==> src/rtl/ffba_pkg.sv <==
`default_nettype none
// ----------------------------------------------------------------------------
// ffba_pkg
// Shared types and constants of the first-fit block allocator: field widths,
// status and mark codes, register indexes and the microcode control word.
// ----------------------------------------------------------------------------
package ffba_pkg;

  localparam int ADDR_W      = 32;
  localparam int CFG_COUNT_W = 11;
  localparam int CFG_DATA_W  = 32;
  localparam int STATUS_W    = 2;

  localparam logic [CFG_COUNT_W-1:0] COUNT_RESET = 11'd1024;

  // Register indexes on the configuration port.
  localparam logic REG_BASE  = 1'b0;
  localparam logic REG_COUNT = 1'b1;

  // Operation codes of an input item.
  localparam logic OP_ALLOC = 1'b0;
  localparam logic OP_FREE  = 1'b1;

  // Result status codes.
  localparam logic [STATUS_W-1:0] ST_OK      = 2'd0;
  localparam logic [STATUS_W-1:0] ST_NOMEM   = 2'd1;
  localparam logic [STATUS_W-1:0] ST_BADADDR = 2'd2;

  // Bit positions inside one block mark.
  localparam int MARK_TAKEN = 0;
  localparam int MARK_NEXT  = 1;

  // Microprogram step counter width.
  localparam int STEP_W = 4;

  // Index counter operations.
  localparam logic [2:0] IDX_HOLD  = 3'd0;
  localparam logic [2:0] IDX_CLEAR = 3'd1;
  localparam logic [2:0] IDX_INC   = 3'd2;
  localparam logic [2:0] IDX_START = 3'd3;
  localparam logic [2:0] IDX_ADDR  = 3'd4;

  // Run counter operations.
  localparam logic [2:0] RUN_HOLD  = 3'd0;
  localparam logic [2:0] RUN_CLEAR = 3'd1;
  localparam logic [2:0] RUN_SCAN  = 3'd2;
  localparam logic [2:0] RUN_NEED  = 3'd3;
  localparam logic [2:0] RUN_DEC   = 3'd4;

  // Result register operations.
  localparam logic [2:0] RES_HOLD     = 3'd0;
  localparam logic [2:0] RES_NOMEM    = 3'd1;
  localparam logic [2:0] RES_BAD      = 3'd2;
  localparam logic [2:0] RES_OK_FREE  = 3'd3;
  localparam logic [2:0] RES_OK_ALLOC = 3'd4;

  // Jump conditions.
  localparam logic [3:0] C_NONE      = 4'd0;
  localparam logic [3:0] C_ALWAYS    = 4'd1;
  localparam logic [3:0] C_CLR_MORE  = 4'd2;
  localparam logic [3:0] C_NO_ITEM   = 4'd3;
  localparam logic [3:0] C_IS_FREE   = 4'd4;
  localparam logic [3:0] C_ALLOC_BAD = 4'd5;
  localparam logic [3:0] C_SCAN_END  = 4'd6;
  localparam logic [3:0] C_RUN_MISS  = 4'd7;
  localparam logic [3:0] C_RUN_MORE  = 4'd8;
  localparam logic [3:0] C_FREE_BAD  = 4'd9;
  localparam logic [3:0] C_WALK_MORE = 4'd10;
  localparam logic [3:0] C_OUT_FREE  = 4'd11;

  typedef struct packed {
    logic              in_ready;
    logic              mem_rd;
    logic              mem_wr;
    logic              wr_chain;
    logic              need_load;
    logic              out_load;
    logic [2:0]        idx_op;
    logic [2:0]        run_op;
    logic [2:0]        res_op;
    logic [3:0]        cond;
    logic [STEP_W-1:0] target;
  } ctrl_t;

  typedef struct packed {
    logic item;
    logic is_free;
    logic clr_more;
    logic alloc_bad;
    logic scan_end;
    logic run_miss;
    logic run_more;
    logic free_bad;
    logic walk_more;
    logic out_free;
  } flags_t;

endpackage
`default_nettype wire

==> src/rtl/ffba_seq.sv <==
`default_nettype none
// ----------------------------------------------------------------------------
// ffba_seq
// Microprogram sequencer: a step counter, the control store and the
// conditional jump logic that selects the next step.
// ----------------------------------------------------------------------------
module ffba_seq import ffba_pkg::*; (
  input  wire logic   clk,
  input  wire logic   rst,
  input  wire flags_t flags,
  output ctrl_t       ctrl
);

  localparam logic [STEP_W-1:0] STEP_CLR       = 4'd0;
  localparam logic [STEP_W-1:0] STEP_WAIT      = 4'd1;
  localparam logic [STEP_W-1:0] STEP_DISPATCH  = 4'd2;
  localparam logic [STEP_W-1:0] STEP_ALLOC_CHK = 4'd3;
  localparam logic [STEP_W-1:0] STEP_SCAN_RD   = 4'd4;
  localparam logic [STEP_W-1:0] STEP_SCAN_EV   = 4'd5;
  localparam logic [STEP_W-1:0] STEP_WR_INIT   = 4'd6;
  localparam logic [STEP_W-1:0] STEP_WR        = 4'd7;
  localparam logic [STEP_W-1:0] STEP_ALLOC_OK  = 4'd8;
  localparam logic [STEP_W-1:0] STEP_FREE_CHK  = 4'd9;
  localparam logic [STEP_W-1:0] STEP_FREE_RD   = 4'd10;
  localparam logic [STEP_W-1:0] STEP_FREE_WR   = 4'd11;
  localparam logic [STEP_W-1:0] STEP_DONE      = 4'd12;
  localparam logic [STEP_W-1:0] STEP_DONE_LOOP = 4'd13;

  logic [STEP_W-1:0] step;
  logic [STEP_W-1:0] step_next;
  logic              take;

  function automatic ctrl_t microcode(input logic [STEP_W-1:0] s);
    ctrl_t c;
    c = '0;
    unique case (s)
      STEP_CLR: begin
        // Clearing pass over the mark table after reset.
        c.mem_wr = 1'b1;
        c.idx_op = IDX_INC;
        c.cond   = C_CLR_MORE;
        c.target = STEP_CLR;
      end
      STEP_WAIT: begin
        c.in_ready = 1'b1;
        c.idx_op   = IDX_CLEAR;
        c.run_op   = RUN_CLEAR;
        c.cond     = C_NO_ITEM;
        c.target   = STEP_WAIT;
      end
      STEP_DISPATCH: begin
        c.cond   = C_IS_FREE;
        c.target = STEP_FREE_CHK;
      end
      STEP_ALLOC_CHK: begin
        c.need_load = 1'b1;
        c.res_op    = RES_NOMEM;
        c.cond      = C_ALLOC_BAD;
        c.target    = STEP_DONE;
      end
      STEP_SCAN_RD: begin
        c.mem_rd = 1'b1;
        c.cond   = C_SCAN_END;
        c.target = STEP_DONE;
      end
      STEP_SCAN_EV: begin
        c.run_op = RUN_SCAN;
        c.idx_op = IDX_INC;
        c.cond   = C_RUN_MISS;
        c.target = STEP_SCAN_RD;
      end
      STEP_WR_INIT: begin
        c.idx_op = IDX_START;
        c.run_op = RUN_NEED;
      end
      STEP_WR: begin
        c.mem_wr   = 1'b1;
        c.wr_chain = 1'b1;
        c.idx_op   = IDX_INC;
        c.run_op   = RUN_DEC;
        c.cond     = C_RUN_MORE;
        c.target   = STEP_WR;
      end
      STEP_ALLOC_OK: begin
        c.res_op = RES_OK_ALLOC;
        c.cond   = C_ALWAYS;
        c.target = STEP_DONE;
      end
      STEP_FREE_CHK: begin
        c.res_op = RES_BAD;
        c.idx_op = IDX_ADDR;
        c.cond   = C_FREE_BAD;
        c.target = STEP_DONE;
      end
      STEP_FREE_RD: begin
        c.mem_rd = 1'b1;
        c.res_op = RES_OK_FREE;
      end
      STEP_FREE_WR: begin
        c.mem_wr = 1'b1;
        c.idx_op = IDX_INC;
        c.cond   = C_WALK_MORE;
        c.target = STEP_FREE_RD;
      end
      STEP_DONE: begin
        c.out_load = 1'b1;
        c.cond     = C_OUT_FREE;
        c.target   = STEP_WAIT;
      end
      STEP_DONE_LOOP: begin
        c.cond   = C_ALWAYS;
        c.target = STEP_DONE;
      end
      default: begin
        c.cond   = C_ALWAYS;
        c.target = STEP_WAIT;
      end
    endcase
    return c;
  endfunction

  assign ctrl = microcode(step);

  always_comb begin
    unique case (ctrl.cond)
      C_NONE:      take = 1'b0;
      C_ALWAYS:    take = 1'b1;
      C_CLR_MORE:  take = flags.clr_more;
      C_NO_ITEM:   take = !flags.item;
      C_IS_FREE:   take = flags.is_free;
      C_ALLOC_BAD: take = flags.alloc_bad;
      C_SCAN_END:  take = flags.scan_end;
      C_RUN_MISS:  take = flags.run_miss;
      C_RUN_MORE:  take = flags.run_more;
      C_FREE_BAD:  take = flags.free_bad;
      C_WALK_MORE: take = flags.walk_more;
      C_OUT_FREE:  take = flags.out_free;
      default:     take = 1'b0;
    endcase
    step_next = take ? ctrl.target : step + STEP_W'(1);
  end

  always_ff @(posedge clk) begin
    if (rst) begin
      step <= STEP_CLR;
    end else begin
      step <= step_next;
    end
  end

endmodule
`default_nettype wire

==> src/rtl/ffba_datapath.sv <==
`default_nettype none
// ----------------------------------------------------------------------------
// ffba_datapath
// Mark table, index and run counters, request registers and the result
// register, driven by one control word per cycle.
// ----------------------------------------------------------------------------
module ffba_datapath import ffba_pkg::*; #(
  parameter int BLOCK_BYTES = 4096,
  parameter int MAX_BLOCKS  = 1024
) (
  input  wire logic                   clk,
  input  wire logic                   rst,
  input  wire ctrl_t                  ctrl,
  output flags_t                      flags,
  input  wire logic [ADDR_W-1:0]      base_address,
  input  wire logic [CFG_COUNT_W-1:0] block_count,
  input  wire logic                   in_valid,
  input  wire logic                   operation,
  input  wire logic [ADDR_W-1:0]      size_bytes,
  input  wire logic [ADDR_W-1:0]      address,
  input  wire logic                   out_ready,
  output logic                        out_valid,
  output logic [ADDR_W-1:0]           address_res,
  output logic [STATUS_W-1:0]         status
);

  // BLOCK_BYTES must be a power of two; the block itself does not enforce it.
  localparam int SHIFT = $clog2(BLOCK_BYTES);
  localparam int AW    = $clog2(MAX_BLOCKS);
  localparam int CNT_W = $clog2(MAX_BLOCKS + 1);
  localparam int NW    = ADDR_W - SHIFT + 1;
  localparam int CMP_W = (NW > CNT_W) ? NW : CNT_W;
  localparam logic [ADDR_W-1:0] LOW_MASK = ADDR_W'(BLOCK_BYTES - 1);

  logic [1:0]          marks [MAX_BLOCKS];
  logic [1:0]          rd_mark;
  logic [1:0]          wr_data;

  logic                op_q;
  logic [ADDR_W-1:0]   size_q;
  logic [ADDR_W-1:0]   addr_q;

  logic [CNT_W-1:0]    idx;
  logic [CNT_W-1:0]    run;
  logic [CNT_W-1:0]    need;
  logic [AW-1:0]       start;
  logic [ADDR_W-1:0]   res_addr;
  logic [STATUS_W-1:0] res_status;

  logic [CNT_W-1:0]    total;
  logic [ADDR_W-1:0]   heap_base;
  logic [ADDR_W-1:0]   addr_off;
  logic [ADDR_W-1:0]   off_idx;
  logic [NW-1:0]       n_blocks;
  logic                taken;
  logic                out_free;

  always_comb begin
    if (CMP_W'(block_count) > CMP_W'(MAX_BLOCKS)) begin
      total = CNT_W'(MAX_BLOCKS);
    end else begin
      total = CNT_W'(block_count);
    end
    heap_base = base_address & ~LOW_MASK;
    addr_off  = addr_q - heap_base;
    off_idx   = addr_off >> SHIFT;
    // Round the byte size up to whole blocks.
    n_blocks  = NW'(size_q >> SHIFT) + NW'(|(size_q & LOW_MASK));
    taken     = rd_mark[MARK_TAKEN];
    out_free  = !out_valid || out_ready;
    wr_data   = '0;
    if (ctrl.wr_chain) begin
      wr_data[MARK_TAKEN] = 1'b1;
      wr_data[MARK_NEXT]  = (run != CNT_W'(1));
    end
  end

  always_comb begin
    flags.item      = in_valid;
    flags.is_free   = (op_q == OP_FREE);
    flags.clr_more  = (idx != CNT_W'(MAX_BLOCKS - 1));
    flags.alloc_bad = (n_blocks == '0) || (CMP_W'(n_blocks) > CMP_W'(total));
    flags.scan_end  = (idx == total);
    flags.run_miss  = taken || (CNT_W'(run + CNT_W'(1)) != need);
    flags.run_more  = (run != CNT_W'(1));
    flags.free_bad  = (addr_q < heap_base) || (off_idx >= ADDR_W'(total));
    flags.walk_more = rd_mark[MARK_NEXT] && (CNT_W'(idx + CNT_W'(1)) != total);
    flags.out_free  = out_free;
  end

  // Mark table, one read or one write per cycle.
  always_ff @(posedge clk) begin
    if (ctrl.mem_wr) begin
      marks[idx[AW-1:0]] <= wr_data;
    end
    if (ctrl.mem_rd) begin
      rd_mark <= marks[idx[AW-1:0]];
    end
  end

  always_ff @(posedge clk) begin
    if (in_valid && ctrl.in_ready) begin
      op_q   <= operation;
      size_q <= size_bytes;
      addr_q <= address;
    end
    if (ctrl.need_load) begin
      need <= CNT_W'(n_blocks);
    end
    case (ctrl.run_op)
      RUN_CLEAR: run <= '0;
      RUN_SCAN: begin
        if (taken) begin
          run <= '0;
        end else begin
          // A free block after a taken one, or at the start of the scan, opens a new candidate run.
          if (run == '0) begin
            start <= idx[AW-1:0];
          end
          run <= run + CNT_W'(1);
        end
      end
      RUN_NEED: run <= need;
      RUN_DEC:  run <= run - CNT_W'(1);
      default:  run <= run;
    endcase
    case (ctrl.res_op)
      RES_NOMEM: begin
        res_addr   <= '0;
        res_status <= ST_NOMEM;
      end
      RES_BAD: begin
        res_addr   <= '0;
        res_status <= ST_BADADDR;
      end
      RES_OK_FREE: begin
        res_addr   <= '0;
        res_status <= ST_OK;
      end
      RES_OK_ALLOC: begin
        res_addr   <= heap_base + (ADDR_W'(start) << SHIFT);
        res_status <= ST_OK;
      end
      default: begin
        res_addr   <= res_addr;
        res_status <= res_status;
      end
    endcase
    if (ctrl.out_load && out_free) begin
      address_res <= res_addr;
      status      <= res_status;
    end
  end

  always_ff @(posedge clk) begin
    if (rst) begin
      idx       <= '0;
      out_valid <= 1'b0;
    end else begin
      case (ctrl.idx_op)
        IDX_CLEAR: idx <= '0;
        IDX_INC:   idx <= idx + CNT_W'(1);
        IDX_START: idx <= CNT_W'(start);
        IDX_ADDR:  idx <= CNT_W'(off_idx);
        default:   idx <= idx;
      endcase
      if (ctrl.out_load && out_free) begin
        out_valid <= 1'b1;
      end else if (out_ready) begin
        out_valid <= 1'b0;
      end
    end
  end

endmodule
`default_nettype wire

==> src/rtl/first_fit_block_allocator.sv <==
`default_nettype none
// ----------------------------------------------------------------------------
// first_fit_block_allocator
// First-fit heap block allocator with a chained mark table.
// ----------------------------------------------------------------------------
// Requests enter on the in_valid/in_ready channel: operation 0 allocates
// size_bytes, operation 1 frees the chain that starts at address. Each item
// gives exactly one result on the out_valid/out_ready channel.
// After reset a clearing pass writes every mark table entry, one per cycle,
// and in_ready first rises once that pass is done.
// Configuration writes (config_write) are taken at any time, but are meant
// for an idle block.
// An allocate scans the mark table with one mark read and one evaluate step
// per block, then writes each block of the run it found; a scan that runs out
// of blocks, or a zero or oversized request, ends with no memory. A free walks
// its chain and clears each block of it, and a bad address is refused before
// any mark is read. The idle step comes between one item and the next.
// One item is in work at a time. The finished result sits in an output
// register; while the receiver stalls, the next item is still accepted and
// worked, and the sequencer holds in its final step until that register is
// taken.
// ----------------------------------------------------------------------------
module first_fit_block_allocator import ffba_pkg::*; #(
  parameter int BLOCK_BYTES = 4096,
  parameter int MAX_BLOCKS  = 1024
) (
  input  wire logic                  clk,
  input  wire logic                  rst,
  input  wire logic                  in_valid,
  output logic                       in_ready,
  input  wire logic                  operation,
  input  wire logic [ADDR_W-1:0]     size_bytes,
  input  wire logic [ADDR_W-1:0]     address,
  output logic                       out_valid,
  input  wire logic                  out_ready,
  output logic [ADDR_W-1:0]          address_res,
  output logic [STATUS_W-1:0]        status,
  input  wire logic                  config_write,
  input  wire logic                  config_index,
  input  wire logic [CFG_DATA_W-1:0] config_data
);

  ctrl_t                  ctrl;
  flags_t                 flags;
  logic [ADDR_W-1:0]      base_address;
  logic [CFG_COUNT_W-1:0] block_count;

  always_ff @(posedge clk) begin
    if (rst) begin
      base_address <= '0;
      block_count  <= COUNT_RESET;
    end else if (config_write) begin
      case (config_index)
        REG_BASE:  base_address <= config_data;
        REG_COUNT: block_count  <= config_data[CFG_COUNT_W-1:0];
        default:   base_address <= base_address;
      endcase
    end
  end

  assign in_ready = ctrl.in_ready;

  ffba_seq u_seq (
    .clk   (clk),
    .rst   (rst),
    .flags (flags),
    .ctrl  (ctrl)
  );

  ffba_datapath #(
    .BLOCK_BYTES (BLOCK_BYTES),
    .MAX_BLOCKS  (MAX_BLOCKS)
  ) u_datapath (
    .clk          (clk),
    .rst          (rst),
    .ctrl         (ctrl),
    .flags        (flags),
    .base_address (base_address),
    .block_count  (block_count),
    .in_valid     (in_valid),
    .operation    (operation),
    .size_bytes   (size_bytes),
    .address      (address),
    .out_ready    (out_ready),
    .out_valid    (out_valid),
    .address_res  (address_res),
    .status       (status)
  );

endmodule
`default_nettype wire
==> config.mk <==
export PLATFORM = sky130hd
export DESIGN_NAME = first_fit_block_allocator
export DESIGN_NICKNAME = d
export VERILOG_FILES = /design/src/rtl/ffba_pkg.sv /design/src/rtl/ffba_seq.sv /design/src/rtl/ffba_datapath.sv /design/src/rtl/first_fit_block_allocator.sv
export SDC_FILE = /design/constraint.sdc
export NUM_CORES = 2
export LEC_CHECK = 0
export BUFFER_PORTS_ARGS = -buffer_cell sky130_fd_sc_hd__buf_2
export CAP_MARGIN = 20
export CORE_UTILIZATION = 45
export DETAILED_ROUTE_END_ITERATION = 6
export PLACE_DENSITY = 0.67
export SETUP_SLACK_MARGIN = 0.15
export SLEW_MARGIN = 20
export SYNTH_ARGS = -nofsm -noshare
export SYNTH_HDL_FRONTEND = slang
export SYNTH_SLANG_ARGS = --single-unit
export TNS_END_PERCENT = 10
==> constraint.sdc <==
create_clock -name clk -period 29.6 [get_ports clk]
set_input_delay 5.92 -clock clk [delete_from_list [all_inputs] [get_ports clk]]
set_output_delay 5.92 -clock clk [all_outputs]
set_load 0.01 [all_outputs]
==> results.py <==
metrics = {
    "finish": {
        "final_cell_mix": "edfxtp_1, nor2_1, mux4_2, a22oi_1, clkbuf_16",
        "layout.cells.non_filler": 8423,
        "layout_commonest_cell": "edfxtp_1",
        "final_util_pct": 50.2,
        "fin_nets": 5730,
        "areaGrowthSynthToFinish_pct": 10.9,
        "drive_gt1_share_pct": 19.8,
    },
    "synth": {
        "synth_top_family_by_area": "multiplexers",
        "synthSimpleGateAreaFrac_pct": 7.07,
        "yosys.area_share.adder_pct": 0.935,
        "synth_seq_cells": 2226,
        "synthCells": 5557,
        "synth_mux_area_share_pct": 12.8,
        "synth_compound_area_share_pct": 4.42,
        "synth_edf_count": 2179,
        "synth_warnings": 0,
        "synthXorXnorAreaFrac_pct": 0.634,
        "synth_cell_types": 87,
        "syn-cell-area_um2": 92600,
        "ys.flop_type": "edfxtp_1",
        "synth.avg_cell_area_um2": 16.7,
        "ys_async_sr_fraction_pct": 0,
        "seq_area_frac_synth_pct": 71.7,
    },
    "placement": {
        "io_buffers": 113,
        "place_worst_setup_slack_ns": 21.46,
        "gp_congestion": 0.844,
        "place_hpwl_um": 130000,
        "dp_cells": 8028,
    },
    "route": {
        "wl_per_cell_um": 28.5,
        "detail-route-antenna-nets": 0,
        "vias": 52181,
        "viasPerCell": 6.20,
        "drc_errors": 0,
        "first_pass_iters": 6,
        "first_iter_violations": 7299,
        "wl_um": 240000,
    },
    "clock_network": {
        "cts_tree": "yes",
        "clock_latency_ns": 0.88,
        "cts_buffers": 216,
        "cts_buffer_depth": 3,
        "holdBufCountCts": 0,
        "postCtsSetupBuffers": 0,
        "clockRootBuffer": "clkbuf_16",
        "htreeDepth": 4,
        "cts.repair.resized": 0,
        "cts_sinks": 2226,
        "clkTransAtPathRegs_ns": 0.06,
    },
    "worst_setup_path": {
        "crit_start": "u_seq.step[1]",
        "critPathKind": "flop to output port",
        "path_buf_inv": 3,
        "r2r-start": "u_seq.step[2]",
        "cp_slowest_cell": "ha_1",
        "slowest_delay_ns": 0.55,
        "cp-start-kind": "flop",
        "cp_cell_sequence": "inv_1, ha_1, inv_1, nor3_1, buf_2",
        "cp_common_cell": "inv_1",
        "critPathArrivalTime_ns": 2.50,
        "crit_path_end_kind": "output port",
        "crit_fanout": 18,
        "crit_required_ns": 23.68,
        "cpLargestDelayFamily": "buffers and inverters",
    },
    "power_and_ir_drop": {
        "intPower_mw": 5.45,
        "p_sw_share_pct": 28.2,
        "power_frac_seq_pct": 46.9,
        "combPwrFrac_pct": 17.3,
        "cellPowerDensity_nw_per_um2": 73.9,
        "vdd_drop_max_uv": 55.9,
        "p_leak_nw": 35.8,
        "pwr-share-clk_pct": 35.8,
        "p_sw_mw": 2.14,
    },
    "timing": {
        "relSlewSlack_pct": 22.8,
        "rsz0062_at_grt": "false",
        "setup_slack_ns": 21.18,
        "finalClockSkew_ns": 0.0795,
        "max_freq_mhz": 119,
        "setup_viol": 0,
        "final_max_slew_viol_count": 0,
        "whs_ns": 0.403,
        "post-route-period-util_pct": 28.4,
        "tightest_slew_ns": 1.16,
        "hold_violations": 0,
        "finalSetupTns_ns": 0,
        "min_period_ns": 8.42,
    },
    "die": {
        "boundaryPins": 139,
        "fp.dieArea_um2": 207000,
        "fp.coreArea_um2": 205000,
        "die_h_um": 456,
        "chipWidth_um": 456,
        "num_rows": 166,
        "start_util_pct": 45.2,
    },
    "status": {
        "status": "completed",
    },
    "grt": {
        "grt_pass1_vias": 51789,
        "gr-total-overflow": 0,
        "antenna_found_initial": 6,
        "grt_pass1_wl_um": 349000,
        "grt_util_all_layers_pct": 22.9,
        "grt_start_max_net_pins": 241,
    },
    "flow_run": {
        "cap_viol_max_count": 0,
    },
    "worst_hold_path": {
        "min_from": "u_datapath.res_addr[18]",
        "hold_class": "flop to flop",
    },
}
## power by group through the flow
stage	combinational, mW	clock (mW)	sequential, mW
4_1_cts	1.30	2.75	3.56
5_1_grt	1.38	2.86	3.57
6_report	1.31	2.72	3.56
3_5_place_dp	1.30	0	3.63
2_1_floorplan	0.905	0	3.59
3_3_place_gp	1.29	0	3.62
## metal layers
metal	vias to the layer above	part of all wire [%]	global-route usage, %
li1	21770	-	-
met1	27260	39	31.9
met2	2707	48	36.7
met3	440	9.4	4.03
met4	4	3.0	7.24
met5	-	0.012	0
## cell families (layout without fill, tap and decap cells)
group	after synthesis	in the layout
AOI/OAI and AO/OA	584	584
xor gates and xnor gates	67	67
adders and majority gates	68	68
buffers and inverters	512	675
DFF	2226	2226
muxes	531	531
other	1	16
and+or+nand+nor	1568	1568
## sequential cells by signal, indices dropped and copies added (netlist names), 4 cells and up
name,flops
block_count,11
u_datapath.size_q,32
u_datapath.idx,11
u_datapath.address_res,20
u_datapath.addr_q,20
base_address,20
u_datapath.start,10
u_datapath.need,11
u_seq.step,4
u_datapath.marks,2048
u_datapath.run,11
u_datapath.res_addr,20
## cell usage after synthesis (33+ instances only)
library cell,number,share of area [%]
nand4_1,65,0.44
a21oi_1,105,0.57
o21ai_0,66,0.36
nand2_1,207,0.84
ha_1,66,0.89
nor2_1,1108,4.5
xnor2_1,48,0.45
a22oi_1,222,1.8
edfxtp_1,2179,71
buf_2,75,0.41
inv_1,56,0.23
buf_4,33,0.27
clkbuf_1,295,1.2
dfxtp_1,47,1.0
buf_1,36,0.15
mux4_2,520,13
## worst paths after layout
check | end | slack (ns) | cells past startpoint
setup / recovery | in_ready | 21.18 | 5
hold / removal | u_datapath.address_res[18] | 0.40 | 0
setup reg to reg | u_datapath.marks[163][1] | 22.45 | 8
hold reg to reg | u_datapath.address_res[18] | 0.40 | 0
## cell type report
cell class | instances | area [µm²]
clock inverter | 125 | 1310
tap | 2688 | 3360
timing repair buffer | 228 | 1520
sequential | 2226 | 66400
antenna | 4 | 10.0
multi-input combinational | 2830 | 24200
inverter | 57 | 214
fill | 16425 | 102000
clock buffer | 265 | 5650
## metrics by stage
step,instance area [µm²],power (mW)
finish,103000,7.59
global route,103000,7.81
floorplan,92600,4.49
CTS,103000,7.61
detailed placement,95600,4.93
global placement,95600,4.91
(Power assumes the default switching activity.)
